### config.mk
export PLATFORM = sky130hd
export DESIGN_NAME = ids_pipe
export DESIGN_NICKNAME = d
export VERILOG_FILES = /design/src/hw/rtl/assert_macros.svh /design/src/hw/rtl/ids_pkg.sv /design/src/hw/rtl/ids_pipe.sv
export SDC_FILE = /design/constraint.sdc
export NUM_CORES = 1
export LEC_CHECK = 0
export CORE_ASPECT_RATIO = 1.5
export CORE_MARGIN = 4
export CORE_UTILIZATION = 41
export CTS_CLUSTER_SIZE = 8
export DETAILED_ROUTE_END_ITERATION = 8
export DONT_BUFFER_PORTS = 1
export PLACE_DENSITY = 0.53
export SLEW_MARGIN = 25
export SYNTH_ARGS = -nofsm -noshare
export SYNTH_HDL_FRONTEND = slang
export SYNTH_SLANG_ARGS = --single-unit
### constraint.sdc
create_clock -name clock -period 8.6 [get_ports clock]
set_input_delay 0.86 -clock clock [delete_from_list [all_inputs] [get_ports clock]]
set_output_delay 0.86 -clock clock [all_outputs]
set_load 0.02 [all_outputs]
### src/hw/rtl/assert_macros.svh
// assertion helpers for the rtl
`ifndef ASSERT_MACROS_SVH
`define ASSERT_MACROS_SVH
`ifndef ASSERT_OFF
// condition must hold on every clock outside reset
`define IDS_ASSERT_ALWAYS(label, clk, rst, expr, msg) \
   label: assert property (@(posedge clk) disable iff (rst) (expr)) else $error(msg);
// consequence must hold on the clock after the trigger
`define IDS_ASSERT_NEXT(label, clk, rst, trig, cons, msg) \
   label: assert property (@(posedge clk) disable iff (rst) (trig) |=> (cons)) else $error(msg);
`else
`define IDS_ASSERT_ALWAYS(label, clk, rst, expr, msg)
`define IDS_ASSERT_NEXT(label, clk, rst, trig, cons, msg)
`endif
`endif

### src/hw/rtl/ids_pkg.sv
`timescale 1ns / 1ps
`default_nettype none
package ids_pkg;

   localparam int MAX_WIDTH  = 1024;
   localparam int MAX_HEIGHT = 1024;
   localparam int MIN_DIM    = 3;
   localparam int ADDR_BITS  = $clog2(MAX_WIDTH);
   localparam int DIM_BITS   = 11;
   localparam int PIX_BITS   = 16;
   localparam int GAIN_BITS  = 15;
   localparam int GAIN_FRAC  = 16;
   localparam int LAP_BITS   = 19;
   localparam int PROD_BITS  = 35;
   localparam int RES_BITS   = 20;

   // configuration register indexes
   localparam int CSR_INDEX_BITS = 2;
   localparam logic [CSR_INDEX_BITS-1:0] CSR_FRAME_WIDTH    = 2'd0;
   localparam logic [CSR_INDEX_BITS-1:0] CSR_FRAME_HEIGHT   = 2'd1;
   localparam logic [CSR_INDEX_BITS-1:0] CSR_DIFFUSION_GAIN = 2'd2;
   localparam int CSR_DATA_BITS = 15;

   localparam logic [DIM_BITS-1:0]  WIDTH_RESET  = 11'd1024;
   localparam logic [DIM_BITS-1:0]  HEIGHT_RESET = 11'd1024;
   localparam logic [GAIN_BITS-1:0] GAIN_RESET   = 15'd13107;

   // input op codes
   localparam logic OP_PIXEL = 1'b0;
   localparam logic OP_FLUSH = 1'b1;

   // result queue
   localparam int OUTQ_DEPTH    = 8;
   localparam int OUTQ_PTR_BITS = $clog2(OUTQ_DEPTH);
   localparam int OUTQ_CNT_BITS = OUTQ_PTR_BITS + 1;

   typedef logic [PIX_BITS-1:0]  pix_type;
   typedef logic [ADDR_BITS-1:0] addr_type;

   // line buffer access for one beat
   typedef struct packed {
      logic     wr_en;
      logic     rd_en;
      addr_type wr_addr;
      addr_type rd_addr;
      pix_type  above_wdata;
      pix_type  centre_wdata;
   } lbuf_cmd_type;

   // neighbourhood of one output pixel, right neighbour follows in the next cycle
   typedef struct packed {
      pix_type u;
      pix_type up;
      pix_type lf;
      pix_type dn;
      logic    bypass;
      logic    last;
   } stencil_type;

   typedef struct packed {
      pix_type pixel;
      logic    last;
   } result_type;

   typedef struct packed {
      logic v1;
      logic v2;
      logic v3;
   } pipe_status_type;

endpackage
`default_nettype wire

### src/hw/rtl/ids_pipe.sv
`timescale 1ns / 1ps
`default_nettype none
// laplacian, gain multiply, round and clamp over three stages
module ids_pipe (
   input  wire logic                              clock,
   input  wire logic                              reset,
   input  wire logic                              in_valid,
   input  wire ids_pkg::stencil_type              in_data,
   input  wire ids_pkg::pix_type                  rt,
   input  wire logic [ids_pkg::GAIN_BITS-1:0]     gain,
   output logic                                   out_valid,
   output ids_pkg::result_type                    out_data,
   output ids_pkg::pipe_status_type               status
);

   logic                                 v1_ff, v2_ff, v3_ff;
   ids_pkg::stencil_type                 d1_ff;
   logic signed [ids_pkg::LAP_BITS-1:0]  lap2_ff;
   ids_pkg::pix_type                     u2_ff, u3_ff;
   logic                                 bypass2_ff, bypass3_ff;
   logic                                 last2_ff, last3_ff;
   logic signed [ids_pkg::PROD_BITS-1:0] prod3_ff;

   logic [ids_pkg::LAP_BITS-1:0]         sum1;
   logic [ids_pkg::LAP_BITS-1:0]         four_u1;
   logic signed [ids_pkg::LAP_BITS-1:0]  lap1;
   logic signed [ids_pkg::PROD_BITS-1:0] prod2;
   logic signed [ids_pkg::LAP_BITS-1:0]  delta3;
   logic signed [ids_pkg::RES_BITS-1:0]  res3;
   ids_pkg::pix_type                     clamp3;

   // stage 1: right neighbour arrives from the centre memory read register
   always_comb begin
      sum1 = {3'b000, d1_ff.up} + {3'b000, d1_ff.lf} + {3'b000, rt} + {3'b000, d1_ff.dn};
      four_u1 = {1'b0, d1_ff.u, 2'b00};
      lap1 = $signed(sum1 - four_u1);
   end

   // stage 2: kappa product with half-lsb rounding term
   always_comb begin
      prod2 = $signed({{(ids_pkg::PROD_BITS - ids_pkg::LAP_BITS){lap2_ff[ids_pkg::LAP_BITS-1]}},
                       lap2_ff})
              * $signed({{(ids_pkg::PROD_BITS - ids_pkg::GAIN_BITS){1'b0}}, gain})
              + $signed({{(ids_pkg::PROD_BITS - ids_pkg::GAIN_FRAC){1'b0}},
                         1'b1, {(ids_pkg::GAIN_FRAC - 1){1'b0}}});
   end

   // stage 3: floor shift, add to centre, clamp
   always_comb begin
      delta3 = prod3_ff[ids_pkg::GAIN_FRAC +: ids_pkg::LAP_BITS];
      res3 = $signed({{(ids_pkg::RES_BITS - ids_pkg::PIX_BITS){1'b0}}, u3_ff})
             + $signed({delta3[ids_pkg::LAP_BITS-1], delta3});
      if (res3[ids_pkg::RES_BITS-1]) begin
         clamp3 = '0;
      end else if (res3[ids_pkg::RES_BITS-2:ids_pkg::PIX_BITS] != '0) begin
         clamp3 = '1;
      end else begin
         clamp3 = res3[ids_pkg::PIX_BITS-1:0];
      end
   end

   always_ff @(posedge clock) begin
      if (reset) begin
         v1_ff <= 1'b0;
         v2_ff <= 1'b0;
         v3_ff <= 1'b0;
      end else begin
         v1_ff <= in_valid;
         v2_ff <= v1_ff;
         v3_ff <= v2_ff;
      end
   end

   always_ff @(posedge clock) begin
      d1_ff      <= in_data;
      lap2_ff    <= lap1;
      u2_ff      <= d1_ff.u;
      bypass2_ff <= d1_ff.bypass;
      last2_ff   <= d1_ff.last;
      prod3_ff   <= prod2;
      u3_ff      <= u2_ff;
      bypass3_ff <= bypass2_ff;
      last3_ff   <= last2_ff;
   end

   assign out_valid      = v3_ff;
   assign out_data.pixel = bypass3_ff ? u3_ff : clamp3;
   assign out_data.last  = last3_ff;
   assign status.v1      = v1_ff;
   assign status.v2      = v2_ff;
   assign status.v3      = v3_ff;

endmodule
`default_nettype wire

==> impl_table.tex <==
\begin{tabular}{lr}
\hline
Metric & Value \\
\hline
\multicolumn{2}{l}{\textbf{Critical path}} \\
\quad Maximum net fanout on the critical path & 15 \\
\quad Worst Setup Path Type & reg -> reg \\
\quad Kind of end point of the critical path & flop \\
\quad Critical path arrival & 6.96 ns \\
\quad Required time reported for the critical path endpoint & 8.96 ns \\
\quad Setup slack of the worst register-to-register path & 2.00 ns \\
\quad Setup crit start kind & flop \\
\multicolumn{2}{l}{\textbf{Cells and area}} \\
\quad Final Cell Area & 17400 µm² \\
\quad Area taken by flip-flops and latches & around 2900 µm² \\
\quad Relative area change from synthesis to final layout & 6.07\% \\
\quad Final \#Nets & 2218 \\
\quad Fillers & 3905 \\
\quad Ratio of cells with drive above 1 in the final layout & 0.0307 \\
\quad Area of combinational cells with multiple inputs & 11700 µm² \\
\multicolumn{2}{l}{\textbf{Synth}} \\
\quad Cells after Synth & about 1700 \\
\quad Cell type with the largest total area after synthesis & fa\_1 \\
\quad Number of warnings reported in the yosys synthesis log & 0 \\
\quad Syn Area/Cell & 9.77 µm² \\
\quad Yosys top cell area share & 0.403 \\
\quad Post-synthesis instance area & $\sim$16000 µm² \\
\quad Number of different library cells in the post-synthesis netlist & 57 \\
\quad Share of flip-flops with an asynchronous set or reset & 0 \\
\quad Synth Net Count & 2250 \\
\quad Synthesis-stage register bit count & 143 \\
\quad Cells taking the most area after synthesis & fa\_1, dfxtp\_1, ha\_1 \\
\quad Most frequently used flop master after synthesis & dfxtp\_1 \\
\quad Sequential fraction of the synthesis area & 0.175 \\
\quad Number of enable-type register cells in the synthesized netlist & 0 \\
\multicolumn{2}{l}{\textbf{Timing}} \\
\quad Number of endpoints with negative hold slack in the final report & 0 \\
\quad Transition time at the pin with the least slew margin & 0.939 ns \\
\quad Total setup violations reported at the end of the flow & 0 \\
\quad Maximum clock skew at final layout & roughly 0.009 ns \\
\quad Unrepaired setup endpoints after global routing & no \\
\quad Setup TNS & 0 ns \\
\quad Number of pins exceeding their max-slew limit in the final report & 0 \\
\quad Achievable Freq & 151 MHz \\
\quad Final Cycle Share & 0.768 \\
\quad Minimum clock period after layout & approximately 6.6 ns \\
\quad Worst slew margin relative to its limit & 0.364 \\
\multicolumn{2}{l}{\textbf{Global routing}} \\
\quad First-pass GRT wire length & 62000 µm \\
\quad Largest net degree at the start of global routing & 20 \\
\quad Overall Global Routing Usage & 0.186 \\
\quad Number of global-route vias before repair & 12100 \\
\quad Leftover overflow at the end of global routing & 0 \\
\quad Number of antenna violations at the first check in global routing & 0 \\
\multicolumn{2}{l}{\textbf{Clock tree}} \\
\quad Post-CTS Setup Bufs & 0 \\
\quad Number of buffers added to fix hold violations after cts & 0 \\
\quad Root buffer cell & clkbuf\_16 \\
\quad Clock tree from TritonCTS & yes \\
\quad Sinks on the clock net & 143 \\
\quad Clock buffers created by TritonCTS & 17 \\
\quad Post-CTS clock slew at the launch and capture registers of the worst setup and hold paths & 0.06 ns \\
\quad Clock insertion delay at the later pin of the skew report & 0.43 ns \\
\quad Number of cells upsized or downsized after cts & 0 \\
\quad Maximum count of clock buffers along a single path & 2 \\
\quad H-tree depth reported by CTS & 4 \\
\multicolumn{2}{l}{\textbf{Placed design}} \\
\quad Half-perimeter wire length after placement & 31400 µm \\
\quad Total placed instance area & around 17000 µm² \\
\quad Weighted congestion reported at the end of routability-driven placement & 0.848 \\
\quad Buffers on Ports & 0 \\
\multicolumn{2}{l}{\textbf{Floorplanning}} \\
\quad Count of boundary I/O pins & 121 \\
\quad Core Area & around 39000 µm² \\
\quad Full die area & 43300 µm² \\
\quad Overall die height & between 200 and 300 µm \\
\quad Standard-cell rows & 89 \\
\quad Die width & about 170 µm \\
\quad Initial standard-cell utilization of the core & 0.416 \\
\multicolumn{2}{l}{\textbf{Flow run}} \\
\quad Number of max-capacitance violations reported & 0 \\
\multicolumn{2}{l}{\textbf{Drt}} \\
\quad Detail Route Antenna Nets & 0 \\
\quad Total iterations of the first detailed-routing run & 4 \\
\quad WL per Instance & 17.3 µm \\
\quad Ratio of routed vias to standard cells & 4.84 \\
\quad DRC & 0 \\
\quad Total via count in the routed design & 10400 \\
\quad Total detailed-routing wirelength & 37400 µm \\
\quad 1st-iter DRT viols & around 360 \\
\multicolumn{2}{l}{\textbf{Min path}} \\
\quad Worst min-delay path category & reg -> reg \\
\multicolumn{2}{l}{\textbf{Outcome}} \\
\quad Run status & complete, no violations \\
\hline
\end{tabular}
-- kinds of logic after synthesis --
kind of cell | synth area share
AOI/OAI and AO/OA | 0.0581
xor gates and xnor gates | 0.0256
adders and majority gates | 0.511
DFF | 0.175
and+or+nand+nor | 0.118
buffers and inverters | 0.112
-- worst max-delay path: stages, from the launching register on --
cell     delay, ns
dfxtp_1       0.67
nand2_1       0.24
fa_1          0.80
fa_1          0.46
inv_1         0.32
fa_1          0.52
fa_1          0.52
fa_1          0.50
inv_1         0.05
fa_1          0.47
inv_1         0.04
ha_1          0.32
a21o_1        0.17
a21o_1        0.17
a21oi_1       0.33
a31o_2        0.25
a41oi_4       0.05
a211o_2       0.36
a21oi_2       0.15
xnor2_1       0.12
-- through the flow --
step	util	worst slack, ns	hold slack [ns]	instances
6_report	0.441	2.00	0.326	2160
5_1_grt	0.441	1.75	0.337	2159
3_3_place_gp	0.426	2.05	0.311	2127
4_1_cts	0.441	2.03	0.327	2159
3_5_place_dp	0.426	1.98	0.312	2127
2_1_floorplan	-	1.88	0.310	1678
-- placed cells by master, fill, tap and decap left out, drive strengths merged, types with 8 or more instances in the layout --
cell | netlist | layout
ha | 142 | 142
nor3 | 10 | 10
clkbuf | 43 | 17
fa | 330 | 330
and2 | 133 | 133
a21o | 11 | 11
a22oi | 12 | 12
o21a | 11 | 11
inv | 430 | 435
xnor2 | 36 | 36
nor2b | 8 | 8
xor2 | 12 | 12
a211oi | 8 | 8
a21oi | 34 | 34
dfxtp | 143 | 143
o21ai | 19 | 19
nand2 | 180 | 180
nor2 | 41 | 41
-- worst paths after layout --
check                    from           end  cells past startpoint
setup / recovery  lap2_ff[18]  prod3_ff[33]                     19
setup reg to reg  lap2_ff[18]  prod3_ff[33]                     19
hold / removal      u2_ff[14]     u3_ff[14]                      0
hold reg to reg     u2_ff[14]     u3_ff[14]                      0
-- synth_stat cells, types with 5 or more instances --
cell type	n
ha_1	142
xor2_1	12
o21a_1	11
nand2b_1	6
fa_1	330
nand3_1	6
and2_1	125
nor2b_1	8
clkbuf_1	43
a21o_1	10
o21ai_0	19
o21bai_1	5
a22oi_1	12
nand2_1	179
xnor2_1	36
and2_2	7
buf_4	5
nor2_1	41
a211oi_1	8
a21oi_1	31
inv_1	430
dfxtp_1	143
nor3_1	10
-- flip-flops by register name (all words and copies together), names as in the netlist --
name and flops:
last3_ff 1, lap2_ff 19, u3_ff 16, last2_ff 1, d1_ff 66, prod3_ff 19
v2_ff 1, u2_ff 16, out_valid 1, bypass2_ff 1, bypass3_ff 1, v1_ff 1
-- final cells by class --
cell class,instances,area share
diodes,1,0.000144
multi-input cells,1053,0.673
clock inverters,15,0.00899
repair buffers,1,0.000432
inverters,430,0.0928
well taps,500,0.0360
clock buffers,17,0.0245
flip-flops and latches,143,0.165
-- layer usage --
layer  GRT usage  vias up  routed length (µm)
met5           0        -                   0
li1            -     4895                   -
met1       0.195     5287               12900
met2       0.358      191               21200
met3      0.0245       74                1180
met4      0.0949        0                2110
Power is not shown: default switching activity piles up to over one toggle a cycle in this logic, so the estimate is an artifact.
