--- config.mk ---
export PLATFORM = sky130hd
export DESIGN_NAME = ids_outq_flat
export DESIGN_NICKNAME = d
export VERILOG_FILES = /design/src/hw/rtl/assert_macros.svh /design/src/hw/rtl/ids_pkg.sv /design/src/hw/rtl/ids_rsp_if.sv /design/src/hw/rtl/ids_outq.sv /design/src/flat_wrapper.sv
export SDC_FILE = /design/constraint.sdc
export NUM_CORES = 1
export LEC_CHECK = 0
export ABC_AREA = 0
export BUFFER_PORTS_ARGS = -buffer_cell sky130_fd_sc_hd__buf_2
export CAP_MARGIN = 25
export CORE_ASPECT_RATIO = 0.8
export CORE_MARGIN = 2
export CORE_UTILIZATION = 45
export CTS_CLUSTER_DIAMETER = 100
export DETAILED_ROUTE_END_ITERATION = 8
export PLACE_DENSITY = 0.64
export SLEW_MARGIN = 20
export SYNTH_ARGS = -nofsm -noshare
export SYNTH_HDL_FRONTEND = slang
export SYNTH_SLANG_ARGS = --single-unit
export TNS_END_PERCENT = 5
--- constraint.sdc ---
create_clock -name clock -period 3.25 [get_ports clock]
set_input_delay 0.325 -clock clock [delete_from_list [all_inputs] [get_ports clock]]
set_output_delay 0.325 -clock clock [all_outputs]
set_load 0.05 [all_outputs]
--- src/hw/rtl/assert_macros.svh ---
// assertion helpers for the rtl
`ifndef ASSERT_MACROS_SVH
`define ASSERT_MACROS_SVH
`ifndef ASSERT_OFF
// condition must hold on every clock outside reset
`define IDS_ASSERT_ALWAYS(label, clk, rst, expr, msg) \
   label: assert property (@(posedge clk) disable iff (rst) (expr)) else $error(msg);
// consequence must hold on the clock after the trigger
`define IDS_ASSERT_NEXT(label, clk, rst, trig, cons, msg) \
   label: assert property (@(posedge clk) disable iff (rst) (trig) |=> (cons)) else $error(msg);
`else
`define IDS_ASSERT_ALWAYS(label, clk, rst, expr, msg)
`define IDS_ASSERT_NEXT(label, clk, rst, trig, cons, msg)
`endif
`endif

--- src/hw/rtl/ids_pkg.sv ---
`timescale 1ns / 1ps
`default_nettype none
package ids_pkg;

   localparam int MAX_WIDTH  = 1024;
   localparam int MAX_HEIGHT = 1024;
   localparam int MIN_DIM    = 3;
   localparam int ADDR_BITS  = $clog2(MAX_WIDTH);
   localparam int DIM_BITS   = 11;
   localparam int PIX_BITS   = 16;
   localparam int GAIN_BITS  = 15;
   localparam int GAIN_FRAC  = 16;
   localparam int LAP_BITS   = 19;
   localparam int PROD_BITS  = 35;
   localparam int RES_BITS   = 20;

   // configuration register indexes
   localparam int CSR_INDEX_BITS = 2;
   localparam logic [CSR_INDEX_BITS-1:0] CSR_FRAME_WIDTH    = 2'd0;
   localparam logic [CSR_INDEX_BITS-1:0] CSR_FRAME_HEIGHT   = 2'd1;
   localparam logic [CSR_INDEX_BITS-1:0] CSR_DIFFUSION_GAIN = 2'd2;
   localparam int CSR_DATA_BITS = 15;

   localparam logic [DIM_BITS-1:0]  WIDTH_RESET  = 11'd1024;
   localparam logic [DIM_BITS-1:0]  HEIGHT_RESET = 11'd1024;
   localparam logic [GAIN_BITS-1:0] GAIN_RESET   = 15'd13107;

   // input op codes
   localparam logic OP_PIXEL = 1'b0;
   localparam logic OP_FLUSH = 1'b1;

   // result queue
   localparam int OUTQ_DEPTH    = 8;
   localparam int OUTQ_PTR_BITS = $clog2(OUTQ_DEPTH);
   localparam int OUTQ_CNT_BITS = OUTQ_PTR_BITS + 1;

   typedef logic [PIX_BITS-1:0]  pix_type;
   typedef logic [ADDR_BITS-1:0] addr_type;

   // line buffer access for one beat
   typedef struct packed {
      logic     wr_en;
      logic     rd_en;
      addr_type wr_addr;
      addr_type rd_addr;
      pix_type  above_wdata;
      pix_type  centre_wdata;
   } lbuf_cmd_type;

   // neighbourhood of one output pixel, right neighbour follows in the next cycle
   typedef struct packed {
      pix_type u;
      pix_type up;
      pix_type lf;
      pix_type dn;
      logic    bypass;
      logic    last;
   } stencil_type;

   typedef struct packed {
      pix_type pixel;
      logic    last;
   } result_type;

   typedef struct packed {
      logic v1;
      logic v2;
      logic v3;
   } pipe_status_type;

endpackage
`default_nettype wire

--- src/hw/rtl/ids_rsp_if.sv ---
`timescale 1ns / 1ps
`default_nettype none
interface ids_rsp_if;
   logic                                valid;
   logic                                ready;
   logic [ids_pkg::PIX_BITS-1:0]        pixel_out;
   logic                                frame_last;

   modport source (output valid, output pixel_out, output frame_last, input ready);
   modport sink   (input valid, input pixel_out, input frame_last, output ready);
endinterface
`default_nettype wire

--- src/hw/rtl/ids_outq.sv ---
`timescale 1ns / 1ps
`default_nettype none
// result queue that drives the response channel
module ids_outq (
   input  wire logic                                  clock,
   input  wire logic                                  reset,
   input  wire logic                                  push,
   input  wire ids_pkg::result_type                   push_data,
   output logic [ids_pkg::OUTQ_CNT_BITS-1:0]          count,
   ids_rsp_if.source                                  rsp_ch
);

   ids_pkg::result_type                  slot_ff [ids_pkg::OUTQ_DEPTH];
   logic [ids_pkg::OUTQ_PTR_BITS-1:0]    wr_ptr_ff, wr_ptr_in;
   logic [ids_pkg::OUTQ_PTR_BITS-1:0]    rd_ptr_ff, rd_ptr_in;
   logic [ids_pkg::OUTQ_CNT_BITS-1:0]    count_ff, count_in;
   logic                                 pop;

   assign pop = rsp_ch.valid && rsp_ch.ready;

   always_comb begin
      wr_ptr_in = push ? wr_ptr_ff + 1'b1 : wr_ptr_ff;
      rd_ptr_in = pop ? rd_ptr_ff + 1'b1 : rd_ptr_ff;
      count_in  = count_ff;
      if (push && !pop) begin
         count_in = count_ff + 1'b1;
      end else if (pop && !push) begin
         count_in = count_ff - 1'b1;
      end
   end

   always_ff @(posedge clock) begin
      if (reset) begin
         wr_ptr_ff <= '0;
         rd_ptr_ff <= '0;
         count_ff  <= '0;
      end else begin
         wr_ptr_ff <= wr_ptr_in;
         rd_ptr_ff <= rd_ptr_in;
         count_ff  <= count_in;
      end
   end

   always_ff @(posedge clock) begin
      if (push) begin
         slot_ff[wr_ptr_ff] <= push_data;
      end
   end

   assign rsp_ch.valid      = (count_ff != '0);
   assign rsp_ch.pixel_out  = slot_ff[rd_ptr_ff].pixel;
   assign rsp_ch.frame_last = slot_ff[rd_ptr_ff].last;
   assign count             = count_ff;

endmodule
`default_nettype wire
--- src/flat_wrapper.sv ---
// flat-port wrapper written by rule: the top's interface ports become plain ports
module ids_outq_flat 
  (clock, reset, push, push_data, count, rsp_ch_valid, rsp_ch_pixel_out, rsp_ch_frame_last, rsp_ch_ready);
  ids_rsp_if rsp_ch_i ();
  input  wire logic clock;
  input  wire logic reset;
  input  wire logic push;
  input  wire ids_pkg::result_type push_data;
  output logic [ids_pkg::OUTQ_CNT_BITS-1:0] count;
  output wire logic [$bits(rsp_ch_i.valid)-1:0] rsp_ch_valid;
  output wire logic [$bits(rsp_ch_i.pixel_out)-1:0] rsp_ch_pixel_out;
  output wire logic [$bits(rsp_ch_i.frame_last)-1:0] rsp_ch_frame_last;
  input wire logic [$bits(rsp_ch_i.ready)-1:0] rsp_ch_ready;
  assign rsp_ch_valid = rsp_ch_i.valid;
  assign rsp_ch_pixel_out = rsp_ch_i.pixel_out;
  assign rsp_ch_frame_last = rsp_ch_i.frame_last;
  assign rsp_ch_i.ready = rsp_ch_ready;
  ids_outq u_core (.clock(clock), .reset(reset), .push(push), .push_data(push_data), .count(count), .rsp_ch(rsp_ch_i));
endmodule
==> out/metrics.csv, run 1 <==
metric,value,unit
Hold Crit Class,in -> reg,
startpoint types,flip-flop,
layout cell share with drive strength beyond 1,0.350,
worst skew pair latency,0.42,ns
slew margin rel.,0.494,
most frequent cells in the layout,"edfxtp_1 (136), buf_2 (42), mux4_1 (24)",
status,completed,
Post-synth EDFFs,136,
first-pass GRT wire length,15800,um
Layout Skew,0.00960,ns
CP Cell Sequence,buf_12 > mux4_1 > mux2_2 > buf_2,
post-route ant nets,0,
Netlist cell types,25,
Worst path max stage delay,0.65,ns
"most common cell after layout, fill and taps aside",edfxtp_1,
CP max stage cell,dfxtp_2,
cell-internal power,3.89,mW
Synth-to-Final Area Change,18.8,%
Root Driver,clkbuf_16,
Die ar.,13900,um2
fraction of registers with async set/reset,0,
leakage,2.37,nW
CP Class,reg -> out,
H-tree levels,4,
GR Util met3,0.0462,
largest net degree at the start of global routing,21,
vias,2729,
sequential area share after synthesis,0.747,
max-slew violations,0,
IO Pins,43,
Initial Util,0.457,
number of global-route vias before repair,2817,
Max Fclk,362,MHz
clock network power share,0.339,
clock sink count,149,
switching power,1.65,mW
DRT iter0 DRCs,225,
CTS Buffer Depth,2,
antenna violations before repair,0,
switching share of power,0.298,
Setup Total Neg Slack,0,ns
final hold vios,0,
Post-Place Cells,486,
diodes inserted,0,
Gate power share,0.249,
MaxCap Viol Count,0,
Slew @ Worst Pin,0.756,ns
FP Rows,37,
"Avg Cell Area, Syn",21.9,um2
Worst Path Buf+Inv,2,
total track usage,0.158,
syn_nets,293,
setup bufs post-CTS,0,
fin crit period,2.76,ns
Mapped Area,5820,um2
GRT overflow,0,
core area,12700,um2
Placer Congestion,0.753,
nature of the critical path endpoint,output pin,
DR DRC count,0,
HPWL Detailed,6270,um
arrival time of the worst setup path,2.44,ns
Resized cells post-CTS,0,
CP max FO,20,
VDD IR max,0.468,mV
Reg power frac,0.412,
Vias/cell,5.27,
Post-Syn Instances,266,
Post-synth top flop,edfxtp_1,
post-synthesis register bit count,149,
Nets,357,
PD cells,802,nW/um2
CTS tree,yes,
die extent in x,131,um
setup violators final,0,
DRT Pass-1 Iters,4,
Port-buffer cells,42,
final routed wire length divided by cell count,19.5,um
Die Y-Extent,106,um
RSZ-0062 raised after global routing,no,
"delay-heaviest family, CP",multiplexers,
met2 Usage GRT,0.248,
Synthesis Warnings,0,
met1 Usage GRT,0.207,
Worst-path clk slew,0.06,ns
fin crit share,0.850,
CP Data Required Time,2.92,ns
"non-filler cells, final",518,
busiest grt layer,met2,
WL final,10100,um
hold buffer count at cts,0,
total CTS buffers,17,
==> power groups by stage <==
stage	Sequential, mW	Combinational [mW]	Clock, mW
3_5_place_dp	2.32	1.40	0
2_1_floorplan	2.34	1.09	0
5_1_grt	2.29	1.47	2.00
4_1_cts	2.28	1.40	1.91
6_report	2.28	1.38	1.88
3_3_place_gp	2.31	1.38	0
==> layer usage <==
layer  routed length (um)  part of all wire
met5                    0                 0
met4                  180             0.018
met3                  446             0.044
met2                 4940              0.49
met1                 4530              0.45
==> logic make-up after synthesis <==
kind of cell	synth area share
DFF	0.747
muxes	0.185
and+or+nand+nor	0.0254
buffers and inverters	0.0140
xor gates and xnor gates	0.00904
adders and majority gates	0.0142
AOI/OAI and AO/OA	0.00495
==> cells in the mapped netlist (2+ instances only) <==
cell	count	share of area
clkbuf_2	2	0.0017
nand2b_1	3	0.0032
buf_6	4	0.0077
a21oi_1	3	0.0026
nand2_1	5	0.0032
clkbuf_1	5	0.0032
mux4_2	10	0.039
nor3_1	2	0.0017
mux2i_1	2	0.0034
mux4_1	24	0.11
xor2_1	4	0.0060
nand3_1	3	0.0026
ha_1	5	0.011
xnor2_1	2	0.0030
mux2_2	18	0.035
dfxtp_1	13	0.045
edfxtp_1	136	0.70
nor2_1	18	0.012
==> registers in the layout, indices dropped and copies added (netlist names), named ones only <==
signal            count
u_core.wr_ptr_ff      3
u_core.rd_ptr_ff      3
u_core.slot_ff      136
u_core.count          4
==> worst reg2reg max path: stages, from the launching register on <==
cell	delay, ns
dfxtp_1	0.37
or4_4	0.55
nand2_1	0.14
ha_1	0.18
inv_1	0.10
ha_1	0.34
a21oi_1	0.19
a211oi_1	0.09
a31oi_1	0.16
mux2_2	0.35
==> path summary, 6_finish.rpt <==
path	from	end	slack, ns	cells past startpoint
worst min-delay path	push_data[1]	u_core.slot_ff[4][1]$_DFFE_PP_	0.17	1
worst max-delay path	flip-flop	rsp_ch_frame_last	0.49	4
worst min register to register	u_core.rd_ptr_ff[1]$_SDFFE_PP0P_	u_core.rd_ptr_ff[1]$_SDFFE_PP0P_	0.50	2
worst max register to register	u_core.count[0]$_SDFFE_PP0P_	u_core.count[3]$_SDFFE_PP0P_	0.69	9
==> layout make-up <==
class                      instances  area, um2
sequential                       149       4350
multi-input combinational        104       1400
inverter                           1       3.75
timing repair buffer              57        348
fill                             988       5820
tap                              175        219
clock inverter                     9       60.1
clock buffer                      23        532
==> per-stage QoR <==
stage                util  instance area [um2]  power, mW  worst slack [ns]  hold slack (ns)
CTS                 0.543                 6910       5.60             0.448            0.159
detailed placement  0.496                 6320       3.72             0.688            0.487
global placement    0.496                 6320       3.69             0.759            0.496
global route        0.543                 6910       5.76             0.405            0.174
floorplan               -                 5820       3.43             0.460            0.424
finish              0.543                 6910       5.54             0.486            0.174
Power figures use the tool's default switching activity.
==> inputs of run 2 (changes only) <==
==> constraint.sdc (replaced) <==
create_clock -name clock -period 3.25 [get_ports clock]
set_input_delay 0.325 -clock clock [delete_from_list [all_inputs] [get_ports clock]]
set_output_delay 0.325 -clock clock [all_outputs]
set_load 0.1 [all_outputs]
==> out/metrics.csv, run 2 (synthesized netlist as in run 1, its figures left out) <==
metric,value,unit,change
Final Cell Area,6900,um2,-0.11%
HP Start,push_data[7],,
CP max stage cell,dfxtp_2,,
fin crit period,2.83,ns,+0.0663 ns
Initial Util,0.457,,unchanged
Placer Congestion,0.739,,-1.8%
Hold Path Sink,u_core.slot_ff[5][7]$_DFFE_PP_,,
arrival time of the worst setup path,2.51,ns,+0.07 ns
H-tree levels,4,,unchanged
leakage,2.35,nW,-0.86%
first-pass GRT wire length,16000,um,+1.5%
die extent in x,131,um,unchanged
worst reg2reg path endpoint,u_core.count[3]$_SDFFE_PP0P_,,
Layout Skew,0.00794,ns,-0.00166 ns
RR Startpoint,u_core.count[0]$_SDFFE_PP0P_,,
Vias/cell,5.25,,-0.30%
VDD IR max,0.501,mV,+7.2%
setup bufs post-CTS,0,,unchanged
CP max FO,20,,unchanged
clock sink count,149,,unchanged
Root Driver,clkbuf_16,,
Die Y-Extent,106,um,unchanged
vias,2726,,-0.11%
Final Hold Slack,0.174,ns,+0.000468 ns
startpoint types,flip-flop,,
DR DRC count,0,,unchanged
GRT overflow,0,,unchanged
worst skew pair latency,0.42,ns,about the same
R2R setup slack,0.68,ns,about the same
placed inst area,6310,um2,about the same
Synth-to-Final Area Change,18.7,%,
Hold Crit Class,in -> reg,,
Port-buffer cells,42,,unchanged
clock network power share,0.314,,-0.025
Slew @ Worst Pin,0.671,ns,-0.0853 ns
status,completed,,
hold buffer count at cts,0,,unchanged
PD cells,872,nW/um2,+8.8%
RSZ-0062 raised after global routing,no,,
Nets,358,,+0.28%
slew margin rel.,0.551,,+0.0571
diodes inserted,0,,unchanged
HPWL Detailed,6310,um,+0.71%
layout cell share with drive strength beyond 1,0.355,,+0.00480
Die ar.,13900,um2,unchanged
antenna violations before repair,0,,unchanged
FP Rows,37,,unchanged
Worst-path clk slew,0.06,ns,about the same
switching share of power,0.359,,+0.0618
Reg power frac,0.378,,-0.034
IO Pins,43,,unchanged
WL final,10400,um,+3.0%
fin crit share,0.871,,+0.0204
final hold vios,0,,unchanged
largest net degree at the start of global routing,21,,unchanged
Largest register FFs,136,,unchanged
post-route ant nets,0,,unchanged
setup violators final,0,,unchanged
core area,12700,um2,unchanged
"delay-heaviest family, CP",multiplexers,,
Resized cells post-CTS,0,,unchanged
MaxCap Viol Count,0,,unchanged
"most common cell after layout, fill and taps aside",edfxtp_1,,
CP Class,reg -> out,,
nature of the critical path endpoint,output pin,,
total CTS buffers,17,,unchanged
cells on worst reg2reg path,9,,unchanged
switching power,2.16,mW,+31%
Gate power share,0.308,,+0.059
Max Fclk,353,MHz,-2.3%
Overall Power,6.02,mW,+8.7%
CTS tree,yes,,
Worst path max stage delay,0.65,ns,about the same
largest register by flop count,u_core.slot_ff,,
Setup Total Neg Slack,0,ns,unchanged
max-slew violations,0,,unchanged
CP Cell Sequence,buf_12 > mux4_1 > mux2_2 > buf_2,,
number of global-route vias before repair,2797,,-0.71%
CTS Buffer Depth,2,,unchanged
final routed wire length divided by cell count,20.0,um,+2.8%
DRT iter0 DRCs,213,,-5.3%
DRT Pass-1 Iters,4,,unchanged
Hold Path Depth,1,,unchanged
total track usage,0.162,,+0.00378
cell-internal power,3.86,mW,-0.87%
CP Data Required Time,2.92,ns,about the same
Worst Path Buf+Inv,2,,unchanged
most frequent cells in the layout,"edfxtp_1 (136), buf_2 (42), mux4_1 (24)",,
[run 2: cell count changes in the layout (fill, tap and decap cells not counted), moves of 2 or more]
cell / change
inv_4: -4
clkbuf_16: -2
clkinvlp_4: +4
buf_4: +2
clkinv_4: +3
[run 2: worst register-to-register path, stage by stage (launching register included)]
cell and delay (ns):
dfxtp_1 0.36, or4_4 0.55, nand2_1 0.14, ha_1 0.19, inv_1 0.09, ha_1 0.33, a21oi_1 0.18, a211oi_1 0.10
a31oi_1 0.16, mux2_2 0.35
[run 2: worst max path at each step]
stage / end / slack, ns / cells after the start
after floorplan: u_core.count[3]$_SDFFE_PP0P_ / 0.12 / 9
after global placement: u_core.count[3]$_SDFFE_PP0P_ / 0.75 / 9
after detailed placement: u_core.count[3]$_SDFFE_PP0P_ / 0.70 / 9
after CTS: rsp_ch_pixel_out[14] / 0.38 / 4
after global routing: rsp_ch_pixel_out[14] / 0.32 / 4
final: rsp_ch_pixel_out[14] / 0.42 / 4
[run 2: per-layer routing]
metal	part of all wire	up-vias	wire, um	track usage
met5	0	-	0	0
met1	0.45	1410	4720	0.217
met4	0.016	0	168	0.0792
li1	-	1243	-	-
met3	0.035	14	365	0.0428
met2	0.49	59	5140	0.248
[run 2: final cells by class]
| class | instances | area (um2) |
|---|---|---|
| Fill cell | 1003 | 5830 |
| Sequential cell | 149 | 4350 |
| Multi-Input combinational cell | 104 | 1400 |
| Clock buffer | 19 | 464 |
| Timing Repair Buffer | 58 | 343 |
| Tap cell | 175 | 219 |
| Clock inverter | 13 | 125 |
| Inverter | 1 | 3.75 |
[run 2: per-stage QoR]
step / utilization / setup slack [ns] / instances
after global routing: 0.542 / 0.322 / 519
after detailed placement: 0.496 / 0.700 / 487
final: 0.542 / 0.420 / 519
after floorplan: - / 0.119 / 266
after CTS: 0.542 / 0.385 / 519
after global placement: 0.496 / 0.754 / 487
[run 2: power groups by stage]
stage	Combinational, mW	Clock (mW)	Sequential, mW
after floorplan	1.49	0	2.42
after global placement	1.85	0	2.31
after detailed placement	1.87	0	2.32
after CTS	1.87	1.93	2.28
after global routing	1.94	2.02	2.29
final	1.85	1.89	2.28
==> inputs of run 3 (changes only) <==
==> constraint.sdc (replaced) <==
create_clock -name clock -period 3 [get_ports clock]
set_input_delay 0.3 -clock clock [delete_from_list [all_inputs] [get_ports clock]]
set_output_delay 0.3 -clock clock [all_outputs]
set_load 0.1 [all_outputs]
==> out/metrics.csv, run 3 (synthesized netlist as in run 1, its figures left out) <==
metric,value,unit,change
cells on worst reg2reg path,9,,unchanged
WL final,10300,um,-1.2%
Hold Path Depth,1,,unchanged
"most common cell after layout, fill and taps aside",edfxtp_1,,
DR DRC count,0,,unchanged
nature of the critical path endpoint,output pin,,
die extent in x,131,um,unchanged
diodes inserted,0,,unchanged
HP Start,push_data[6],,
fin crit period,2.56,ns,
startpoint types,flip-flop,,
arrival time of the worst setup path,2.26,ns,-0.25 ns
switching power,2.33,mW,+7.6%
largest net degree at the start of global routing,35,,+67%
Initial Util,0.457,,unchanged
Synth-to-Final Area Change,19.1,%,
Hold Crit Class,in -> reg,,
cell-internal power,4.27,mW,+11%
total CTS buffers,17,,unchanged
Worst-path clk slew,0.06,ns,about the same
largest register by flop count,u_core.slot_ff,,
RSZ-0062 raised after global routing,no,,
utilization after layout,0.544,,+0.00206
Placer Congestion,0.780,,+5.5%
HPWL Detailed,6340,um,+0.47%
DRT iter0 DRCs,153,,-28%
Die ar.,13900,um2,unchanged
RR Startpoint,u_core.count[3]$_SDFFE_PP0P_,,
VDD IR max,0.474,mV,-5.4%
Post-Place Cells,489,,+0.41%
Layout Skew,0.00545,ns,-0.00249 ns
Nets,360,,+0.56%
FP Rows,37,,unchanged
H-tree levels,4,,unchanged
slew margin rel.,0.580,,+0.0287
setup ws final,0.440,ns,+0.0198 ns
clock sink count,149,,unchanged
Root Driver,clkbuf_16,,
switching share of power,0.353,,-0.00655
clock network power share,0.324,,+0.010
total track usage,0.162,,about the same
first-pass GRT wire length,16100,um,+0.52%
Overall Power,6.59,mW,+9.6%
Port-buffer cells,42,,unchanged
DRT Pass-1 Iters,4,,unchanged
R2R setup slack,0.45,ns,-0.23 ns
Slew @ Worst Pin,0.627,ns,-0.0440 ns
"non-filler cells, final",521,,+0.39%
Largest register FFs,136,,unchanged
Vias/cell,5.22,,-0.60%
fin crit share,0.853,,
Resized cells post-CTS,0,,unchanged
Hold Path Sink,u_core.slot_ff[5][6]$_DFFE_PP_,,
final routed wire length divided by cell count,19.7,um,-1.6%
final hold vios,0,,unchanged
Reg power frac,0.367,,-0.011
CP Data Required Time,2.70,ns,-0.22 ns
leakage,2.39,nW,+1.5%
core area,12700,um2,unchanged
most frequent cells in the layout,"edfxtp_1 (136), buf_2 (42), mux4_1 (24)",,
PD cells,952,nW/um2,+9.1%
layout cell share with drive strength beyond 1,0.367,,+0.0124
Place WS,0.456,ns,-0.245 ns
Gate power share,0.309,,about the same
MaxCap Viol Count,0,,unchanged
max-slew violations,0,,unchanged
status,completed,,
worst reg2reg path endpoint,u_core.count[3]$_SDFFE_PP0P_,,
Max Fclk,391,MHz,
IO Pins,43,,unchanged
CP max FO,18,,-10%
setup violators final,0,,unchanged
CP Class,reg -> out,,
CTS tree,yes,,
GRT overflow,0,,unchanged
antenna violations before repair,0,,unchanged
CTS Buffer Depth,2,,unchanged
vias,2720,,-0.22%
Die Y-Extent,106,um,unchanged
post-route ant nets,0,,unchanged
setup bufs post-CTS,0,,unchanged
Setup Total Neg Slack,0,ns,unchanged
hold buffer count at cts,0,,unchanged
worst skew pair latency,0.42,ns,about the same
number of global-route vias before repair,2816,,+0.68%
-- run 3: critical path, stage by stage (launching register included) --
cell,delay [ns]
dfxtp_2,0.32
buf_4,0.31
mux4_1,0.61
mux2_2,0.30
buf_2,0.30
-- run 3: layout make-up --
type	instances	area, um2
Multi-Input combinational cell	104	1400
Fill cell	994	5800
Clock inverter	15	183
Tap cell	175	219
Timing Repair Buffer	60	345
Inverter	1	3.75
Clock buffer	17	425
Sequential cell	149	4350
-- run 3: power groups by stage --
stage | registers (mW) | clock network [mW] | logic [mW]
floorplan | 2.63 | 0 | 1.61
global placement | 2.46 | 0 | 2.04
global route | 2.43 | 2.26 | 2.15
finish | 2.42 | 2.13 | 2.04
detailed placement | 2.47 | 0 | 2.06
CTS | 2.42 | 2.17 | 2.07
-- run 3: worst max-delay path by stage --
stage	startpoint	endpoint	slack [ns]	depth (start not counted)
CTS	flip-flop	rsp_ch_pixel_out[2]	0.38	4
detailed placement	u_core.count[3]$_SDFFE_PP0P_	u_core.count[3]$_SDFFE_PP0P_	0.46	9
global placement	u_core.count[3]$_SDFFE_PP0P_	u_core.count[3]$_SDFFE_PP0P_	0.54	9
finish	flip-flop	rsp_ch_pixel_out[2]	0.44	4
floorplan	u_core.count[3]$_SDFFE_PP0P_	u_core.count[3]$_SDFFE_PP0P_	0.13	9
global route	u_core.count[3]$_SDFFE_PP0P_	u_core.count[3]$_SDFFE_PP0P_	0.27	9
-- run 3: per-stage QoR --
step | hold WS (ns) | cell area, um2
3_3_place_gp | 0.479 | 6320
6_report | 0.145 | 6930
3_5_place_dp | 0.483 | 6320
5_1_grt | 0.139 | 6930
4_1_cts | 0.130 | 6930
2_1_floorplan | 0.399 | 5820
-- run 3: routing by layer --
metal	part of all wire	global-route usage	vias to the layer above
li1	-	-	1246
met1	0.46	0.209	1410
met2	0.49	0.256	55
met3	0.044	0.0577	9
met4	0.012	0.0567	0
met5	0	0	-
